--- config.mk ---
export PLATFORM = sky130hd
export DESIGN_NAME = ctt_ram
export DESIGN_NICKNAME = d
export VERILOG_FILES = /design/src/sv/ctt_ram.sv
export SDC_FILE = /design/constraint.sdc
export NUM_CORES = 1
export LEC_CHECK = 0
export BUFFER_PORTS_ARGS = -buffer_cell sky130_fd_sc_hd__buf_2
export CAP_MARGIN = 40
export CORE_MARGIN = 3
export CORE_UTILIZATION = 24
export DETAILED_ROUTE_END_ITERATION = 16
export SYNTH_ARGS = -nofsm -noshare
export SYNTH_HDL_FRONTEND = slang
export SYNTH_SLANG_ARGS = --single-unit
export TNS_END_PERCENT = 10
--- constraint.sdc ---
create_clock -name clk -period 4.47 [get_ports clk]
set_clock_uncertainty 0.15 [all_clocks]
set_input_delay 0.2235 -clock clk [delete_from_list [all_inputs] [get_ports clk]]
set_output_delay 0.2235 -clock clk [all_outputs]
set_load 0.01 [all_outputs]
--- src/sv/ctt_ram.sv ---
module ctt_ram #(
  parameter int WIDTH = 8,
  parameter int DEPTH = 16
) (
  input  logic                     clk,
  input  logic                     we,
  input  logic [$clog2(DEPTH)-1:0] addr,
  input  logic [WIDTH-1:0]         wdata,
  output logic [WIDTH-1:0]         rdata
);

  logic [WIDTH-1:0] mem [DEPTH];

  always_ff @(posedge clk) begin
    if (we) begin
      mem[addr] <= wdata;
    end
    rdata <= mem[addr];
  end

endmodule

==> results.sh, run 1 <==
export IMPL_fin_setup_tns_ns=0
export IMPL_ys_types=18
export IMPL_cts_hold_buf=0
export IMPL_startpoint_type="primary input"
export IMPL_synth_top_area_share_pct=75.9
export IMPL_synth_edf_count=128
export IMPL_grt_pass1_wl_um=15300
export IMPL_regToRegEndpoint="rdata[7]"
export IMPL_max_vdd_ir_drop_v=0.000220
export IMPL_synthToLayoutAreaGrowth_pct=21.8
export IMPL_cts_sinks=136
export IMPL_fill_cells=1971
export IMPL_r2r_start="mem[3][7]"
export IMPL_fin_nets=279
export IMPL_synthArstFlopShare_pct=0
export IMPL_path_buf_inv=2
export IMPL_reg2reg_setup_slack_ns=2.87
export IMPL_htreeDepth=4
export IMPL_clk_latency_ns=0.41
export IMPL_wl_um=10400
export IMPL_synth_area_leaders="edfxtp_1 (76%), mux4_2 (14%), dfxtp_1 (3.2%)"
export IMPL_hold_path_startpoint="wdata[2]"
export IMPL_p_leak_nw=1.96
export IMPL_ys_seq_area_share_pct=79.0
export IMPL_critical_path_class="in2reg"
export IMPL_ys_ff_latch=136
export IMPL_maxSlewHeadroom_pct=42.1
export IMPL_final_antenna_net_count=0
export IMPL_hold_depth=1
export IMPL_io_pins=22
export IMPL_port_buffers=21
export IMPL_post_route_min_period_ns=1.96
export IMPL_final_cells=547
export IMPL_crit_start="addr[0]"
export IMPL_r2r_cells=3
export IMPL_diodes=0
export IMPL_end_kind="flop"
export IMPL_grt_start_max_net_pins=28
export IMPL_synth_flop_cell="edfxtp_1"
export IMPL_clockRootBuffer="clkbuf_16"
export IMPL_path_delay_family="buffers and inverters"
export IMPL_fin_util_pct=30.1
export IMPL_grt_pass1_vias=2456
export IMPL_hold_ws_ns=0.0714
export IMPL_synth_common_cells="edfxtp_1 (128), mux4_2 (32), a22oi_1 (16)"
export IMPL_wl_per_cell_um=18.9
export IMPL_cts_tree="built"
export IMPL_crit_chain="buf_2 -> buf_4 -> mux4_2 -> a22oi_1 -> nand2_1"
export IMPL_syn_nets=244
export IMPL_worst_pin_slew_ns=0.866
export IMPL_required_ns=4.60
export IMPL_antenna_found_initial=1
export IMPL_cp_depth=5
export IMPL_die_area_um2=22900
export IMPL_yosysWarnings=0
export IMPL_grt_overflow=0
export IMPL_initial_utilization_pct=24.7
export IMPL_place_inst=516
export IMPL_drtPass1Iterations=4
export IMPL_dp_hpwl_um=6650
export IMPL_cts_resized_gates=0
export IMPL_num_rows=52
export IMPL_drive_above_1_share_pct=31.8
export IMPL_syn_inst=230
export IMPL_avgSynthCellArea_um2=22.0
export IMPL_crit_path_max_fanout=27
export IMPL_cts_buffers=17
export IMPL_dpl_cell_area_um2=5520
export IMPL_grt_usage_pct=9.58
export IMPL_whs_endpoint="mem[2][2]"
export IMPL_power_per_cell_area_nw_per_um2=504
export IMPL_max_stage_delay_ns=0.61
export IMPL_drv_slew=0
export IMPL_cp_slowest_cell="buf_2"
export IMPL_maxCapViolCount=0
export IMPL_clk_pin_slew_worst_paths_ns=0.06
export IMPL_final_period_utilization_pct=43.9
export IMPL_synth_most_common_cell="edfxtp_1"
export IMPL_fin_area_um2=6170
export IMPL_die_x_um=151
export IMPL_fmax_ghz=0.510
export IMPL_drc_errors=0
export IMPL_setup_violations_final=0
export IMPL_post_cts_setup_buffers=0
export IMPL_hp_class="in2reg"
export IMPL_netlist_area_um2=5070
export IMPL_gp_congestion=0.736
export IMPL_core_um2=20500
export IMPL_yosys_area_top_type="edfxtp_1"
export IMPL_via_per_inst=4.33
export IMPL_hold_violations=0
export IMPL_drt_iter0_markers=143
export IMPL_rsz0062_at_grt="no"
export IMPL_cp_arrival_ns=2.09
export IMPL_status="complete, no violations"
export IMPL_die_y_um=151
export IMPL_cts_buffer_depth=2
export IMPL_dr_total_vias=2368
==> layout by cell type, fill, tap and decap left out, drive strengths merged, types with 6 or more instances in the layout <==
cell and n:
edfxtp 128, mux4 32, buf 27, clkbuf 17
a22oi 16, nor2 13, nand2 9, dfxtp 8
bufinv 6
==> worst max path at each step <==
| stage | to | slack [ns] |
|---|---|---|
| floorplan | mem[0][0] | 2.60 |
| global placement | mem[15][1] | 1.96 |
| detailed placement | rdata[5] | 2.03 |
| CTS | rdata[3] | 2.46 |
| global route | rdata[5] | 2.30 |
| finish | rdata[5] | 2.51 |
==> where the power goes <==
part           leakage, nW  internal (mW)  total, mW  switching, mW
clock                0.304           1.04       1.54          0.503
combinational        0.432         0.0540      0.135         0.0814
sequential            1.22           1.43       1.44        0.00886
==> through the flow <==
step	worst slack [ns]	power, mW
after floorplan	2.60	1.54
after global placement	1.96	1.59
after detailed placement	2.03	1.60
after CTS	2.46	3.14
after global routing	2.30	3.21
final	2.51	3.11
==> layer usage <==
layer / GRT usage, % / vias up / routed length (um)
met4: 3.81 / 2 / 145
met1: 12.9 / 1261 / 4520
met5: 0 / - / 13
met2: 14.4 / 56 / 4960
met3: 3.08 / 15 / 707
li1: - / 1034 / -
==> final cells by class <==
class,count,area [um2],share of cell area [%]
Multi-Input combinational cell,83,1000,16.3
Timing Repair Buffer,27,170,2.76
Sequential cell,136,4000,64.9
Clock inverter,14,230,3.73
Tap cell,270,338,5.47
Clock buffer,17,425,6.89
==> worst register-to-register path: cells and delay by family, from the launching register on <==
kind | cells | cell delay [ns]
muxes | 1 | 0.47
AOI/OAI and AO/OA | 1 | 0.39
DFF | 1 | 0.37
and+or+nand+nor | 1 | 0.09
==> sequential cells by signal (all words and copies together), names as in the netlist <==
name	count
mem	128
rdata	8
==> cell families (layout without fill, tap and decap cells) <==
logic type	Yosys count	in the layout	synth area share, %
flip-flops	136	136	79.0
AND/OR/NAND/NOR	35	35	3.21
buffers and inverters	11	58	1.19
multiplexers	32	32	14.2
AO/OA/AOI/OAI	16	16	2.37
No activity file was read; power rests on OpenSTA's default activity.
==> run 2, diff against run 1 <==
- clock period: 4.47 -> 1.9 ns (I/O delays scaled with it)
==> run 2 against run 1 <==
Compared with the run above: register-to-register slack got worse by 2.4 ns; routed wire length is 3.1% lower; clock power rose by 98%; global-route usage about the same; sequential cell count unchanged; via count is 1.8% higher; critical path depth down 2; non-clock buffer count is 33 higher; critical path type is now reg2reg; highest routed layer is now met4.
==> results.sh, run 2 (synthesized netlist as in run 1, its figures left out) <==
export IMPL_drc_errors=0
export IMPL_drt_iter0_markers=218
export IMPL_post_route_min_period_ns=1.46
export IMPL_diodes=0
export IMPL_end_kind="flop"
export IMPL_die_area_um2=22900
export IMPL_synthToLayoutAreaGrowth_pct=25.1
export IMPL_critical_path_class="reg2reg"
export IMPL_fill_cells=1951
export IMPL_grt_pass1_wl_um=15700
export IMPL_power_share_sequential_pct=49.9
export IMPL_max_vdd_ir_drop_v=0.000615
export IMPL_final_period_utilization_pct=76.6
export IMPL_fin_nets=312
export IMPL_core_um2=20500
export IMPL_wl_per_cell_um=17.3
export IMPL_grt_overflow=0
export IMPL_crit_start="mem[8][5]"
export IMPL_hold_path_startpoint="addr[1]"
export IMPL_hold_violations=0
export IMPL_post_cts_setup_buffers=0
export IMPL_dp_hpwl_um=7000
export IMPL_grt_pass1_vias=2611
export IMPL_port_buffers=21
export IMPL_fin_setup_tns_ns=0
export IMPL_r2r_start="mem[8][5]"
export IMPL_antenna_found_initial=0
export IMPL_regMostFlops="mem"
export IMPL_die_x_um=151
export IMPL_gp_congestion=0.739
export IMPL_clk_pin_slew_worst_paths_ns=0.05
export IMPL_final_antenna_net_count=0
export IMPL_setup_violations_final=0
export IMPL_cts_buffer_depth=2
export IMPL_dr_total_vias=2411
export IMPL_largest_register_ff_count=128
export IMPL_clockRootBuffer="clkbuf_16"
export IMPL_drtPass1Iterations=4
export IMPL_die_y_um=151
export IMPL_netSwitchingFraction_pct=20.0
export IMPL_clkPwrFrac_pct=45.1
export IMPL_grt_usage_pct=9.54
export IMPL_fin_ws_ns=0.444
export IMPL_via_per_inst=4.15
export IMPL_cp_arrival_ns=1.59
export IMPL_seqCellArea_um2=4000
export IMPL_io_pins=22
export IMPL_cts_sinks=136
export IMPL_hp_class="in2reg"
export IMPL_drive_above_1_share_pct=36.7
export IMPL_r2r_cells=3
export IMPL_num_rows=52
export IMPL_multiInputGateArea_um2=1000
export IMPL_switchingPower_mw=1.36
export IMPL_final_cell_mix="edfxtp_1 (128), mux4_2 (32), buf_4 (30)"
export IMPL_regToRegEndpoint="rdata[5]"
export IMPL_maxCapViolCount=0
export IMPL_crit_path_end="rdata[5]"
export IMPL_power_per_cell_area_nw_per_um2=1070
export IMPL_rsz0062_at_grt="no"
export IMPL_crit_path_max_fanout=1
export IMPL_power_mw=6.78
export IMPL_reg2reg_setup_slack_ns=0.44
export IMPL_cts_tree="built"
export IMPL_reg_top3="mem (128), rdata (8)"
export IMPL_maxSlewHeadroom_pct=74.7
export IMPL_cts_buffers=17
export IMPL_worst_pin_slew_ns=0.380
export IMPL_fin_util_pct=30.9
export IMPL_startpoint_type="flop"
export IMPL_intPower_mw=5.42
export IMPL_wl_um=10000
export IMPL_status="complete, no violations"
export IMPL_hold_ws_ns=0.0609
export IMPL_p_comb_share_pct=5.0
export IMPL_p_leak_nw=2.08
export IMPL_grt_start_max_net_pins=26
export IMPL_fmax_ghz=0.687
export IMPL_final_common_cell="edfxtp_1"
export IMPL_initial_utilization_pct=24.7
export IMPL_required_ns=2.03
export IMPL_htreeDepth=4
export IMPL_place_ws_ns=0.242
export IMPL_drv_slew=0
export IMPL_clk_latency_ns=0.41
[run 2: changes by cell type in the layout (fill, tap and decap cells not counted), moves of 4 or more]
cell and delta:
buf_4 +25, dlygate4sd3_1 +8, clkinv_2 +4, bufinv_16 -4
[run 2: cell type report]
| type | instances | share of cell area [%] |
|---|---|---|
| clock buffers | 18 | 6.77 |
| clock inverters | 14 | 2.11 |
| multi-input cells | 83 | 15.8 |
| flip-flops and latches | 136 | 63.2 |
| well taps | 270 | 5.33 |
| repair buffers | 60 | 6.79 |
[run 2: worst min path at each step]
stage	to	cells after the start
after floorplan	mem[0][0]	0
after global placement	mem[6][4]	1
after detailed placement	mem[6][4]	1
after CTS	rdata[7]	4
after global routing	rdata[7]	4
final	rdata[7]	4
[run 2: power by group through the flow]
stage               clock network, mW  registers, mW  logic, mW
floorplan                           0           3.44      0.173
global placement                    0           3.44      0.329
detailed placement                  0           3.45      0.336
CTS                              3.12           3.38      0.352
global route                     3.28           3.39      0.375
finish                           3.05           3.38      0.340
[run 2: metal layers]
metal / global-route usage (%) / vias up / part of all wire (%)
li1: - / 1096 / -
met1: 12.9 / 1247 / 45
met2: 14.3 / 64 / 48
met3: 3.35 / 4 / 5.9
met4: 3.26 / 0 / 0.73
met5: 0 / - / 0
[run 2: repair_timing]
item | in CTS | in global routing
gates resized for setup | 0 | 0
hold endpoints to repair | 128 | 0
hold buffers | 8 | 0
[run 2: stage by stage]
step                area (um2)  std cells
floorplan                 5070        230
global placement          5700        541
detailed placement        5700        541
CTS                       6340        581
global route              6340        581
finish                    6340        581
[run 2: worst max-delay path, stage by stage, from the launching register on]
cell,delay (ns)
edfxtp_1,0.38
mux4_2,0.47
a22oi_1,0.26
nand2_1,0.08
==> run 3, diff against run 2 <==
- clock period: 1.9 -> 1.5 ns (I/O delays scaled with it)
==> run 3 against run 2 <==
Compared with the run above: cell count rose by 2.1%; maximum frequency fell by 0.38%; sequential share of layout area fell by 1.7 points; sequential cell count did not move; critical path depth did not move; register-to-register slack got worse by 0.41 ns; first-iteration DRC count rose by 42%; combinational power rose by 42%; clock-buffer cell count did not move; critical endpoint is now rdata[3]; largest cell class unchanged; largest power group unchanged.
==> results.sh, run 3 (synthesized netlist as in run 1, its figures left out) <==
export IMPL_cts_sinks=136
export IMPL_power_share_sequential_pct=49.3
export IMPL_grt_pass1_vias=2656
export IMPL_drc_errors=0
export IMPL_hold_ws_ns=0.100
export IMPL_clk_pin_slew_worst_paths_ns=0.06
export IMPL_core_um2=20500
export IMPL_required_ns=1.64
export IMPL_end_kind="flop"
export IMPL_cts_buffer_depth=2
export IMPL_clockRootBuffer="clkbuf_16"
export IMPL_clkPwrFrac_pct=45.2
export IMPL_largest_register_ff_count=128
export IMPL_place_ws_ns=-0.163
export IMPL_wl_per_cell_um=18.4
export IMPL_cts_buffers=17
export IMPL_use_met2_pct=15.1
export IMPL_switchingPower_mw=1.79
export IMPL_gp_congestion=0.748
export IMPL_met1_usage_pct=14.6
export IMPL_fin_ws_ns=0.0383
export IMPL_die_y_um=151
export IMPL_cts_tree="built"
export IMPL_initial_utilization_pct=24.7
export IMPL_intPower_mw=6.89
export IMPL_post_route_min_period_ns=1.46
export IMPL_die_area_um2=22900
export IMPL_busiest_layer="met2"
export IMPL_fill_cells=1956
export IMPL_p_leak_nw=2.17
export IMPL_fmax_ghz=0.684
export IMPL_cp_arrival_ns=1.60
export IMPL_worst_pin_slew_ns=0.886
export IMPL_hold_violations=0
export IMPL_final_common_cell="edfxtp_1"
export IMPL_via_per_inst=4.30
export IMPL_drive_above_1_share_pct=40.4
export IMPL_die_x_um=151
export IMPL_dr_total_vias=2548
export IMPL_status="complete, no violations"
export IMPL_final_cell_mix="edfxtp_1 (128), buf_4 (36), mux4_2 (32)"
export IMPL_netSwitchingFraction_pct=20.6
export IMPL_final_antenna_net_count=0
export IMPL_grt_start_max_net_pins=22
export IMPL_cp_slowest_cell="mux4_2"
export IMPL_htreeDepth=4
export IMPL_reg2reg_setup_slack_ns=0.04
export IMPL_reg_top3="mem (128), rdata (8)"
export IMPL_drv_slew=0
export IMPL_rsz0062_at_grt="no"
export IMPL_port_buffers=21
export IMPL_crit_path_max_fanout=1
export IMPL_startpoint_type="flop"
export IMPL_path_buf_inv=0
export IMPL_io_pins=22
export IMPL_maxCapViolCount=0
export IMPL_wl_um=10900
export IMPL_num_rows=52
export IMPL_max_vdd_ir_drop_v=0.000656
export IMPL_dp_hpwl_um=7450
export IMPL_critical_path_class="reg2reg"
export IMPL_fin_setup_tns_ns=0
export IMPL_use_met3_pct=4.10
export IMPL_crit_chain="mux4_2 -> a22oi_1 -> nand2_1"
export IMPL_power_per_cell_area_nw_per_um2=1330
export IMPL_path_delay_family="multiplexers"
export IMPL_power_mw=8.68
export IMPL_setup_violations_final=0
export IMPL_hp_class="in2reg"
export IMPL_grt_usage_pct=10.6
export IMPL_drt_iter0_markers=309
export IMPL_grt_pass1_wl_um=16900
export IMPL_synthToLayoutAreaGrowth_pct=28.5
export IMPL_max_stage_delay_ns=0.47
export IMPL_grt_overflow=0
export IMPL_regMostFlops="mem"
export IMPL_final_period_utilization_pct=97.4
export IMPL_drtPass1Iterations=5
export IMPL_antenna_found_initial=0
export IMPL_p_comb_share_pct=5.6
export IMPL_maxSlewHeadroom_pct=40.8
export IMPL_fin_nets=323
export IMPL_clk_latency_ns=0.42
[run 3: cell types whose count changed in the layout (fill, tap and decap cells not counted), sizes merged]
cell      before  now
clkinvlp       5    2
clkinv         7   10
diode          0    1
buf           52   63
[run 3: metrics by stage]
step | utilization (%) | area (um2) | cells
floorplan | - | 5070 | 230
global placement | 28.5 | 5850 | 552
detailed placement | 28.5 | 5850 | 552
CTS | 31.7 | 6490 | 592
global route | 31.8 | 6510 | 592
finish | 31.8 | 6510 | 593
[run 3: timing repair]
action	4_1_cts	5_1_grt
setup buffers	0	0
setup endpoints to repair	1	3
hold buffers	8	0
resized for setup	1	3
hold endpoints to repair	128	0
[run 3: final timing paths]
kind	start	end	cells after the start
max	mem[9][3]	rdata[3]	3
min	addr[3]	mem[3][4]	4
max reg2reg	mem[9][3]	rdata[3]	3
min reg2reg	mem[6][7]	rdata[7]	3
[run 3: layout make-up]
cell class	count	area (um2)	share of cell area, %
sequential	136	4000	61.5
clock inverter	14	134	2.06
clock buffer	18	429	6.59
tap	270	338	5.19
multi-input combinational	83	1030	15.8
antenna	1	2.50	0.0384
timing repair buffer	71	576	8.84
[run 3: tightest hold or removal path, cell delays in order]
cell	delay [ns]
buf_2	0.09
or3b_2	0.15
nor2_1	0.06
buf_4	0.13
[run 3: routing by layer]
| layer | routed length (um) | up-vias |
|---|---|---|
| li1 | - | 1128 |
| met1 | 4900 | 1301 |
| met2 | 4910 | 104 |
| met3 | 973 | 15 |
| met4 | 151 | 0 |
| met5 | 0 | - |
[run 3: power groups by stage]
stage	logic [mW]	clock network, mW	registers, mW
floorplan	0.220	0	4.36
global placement	0.457	0	4.36
detailed placement	0.470	0	4.36
CTS	0.490	4.01	4.28
global route	0.527	4.19	4.29
finish	0.483	3.92	4.28
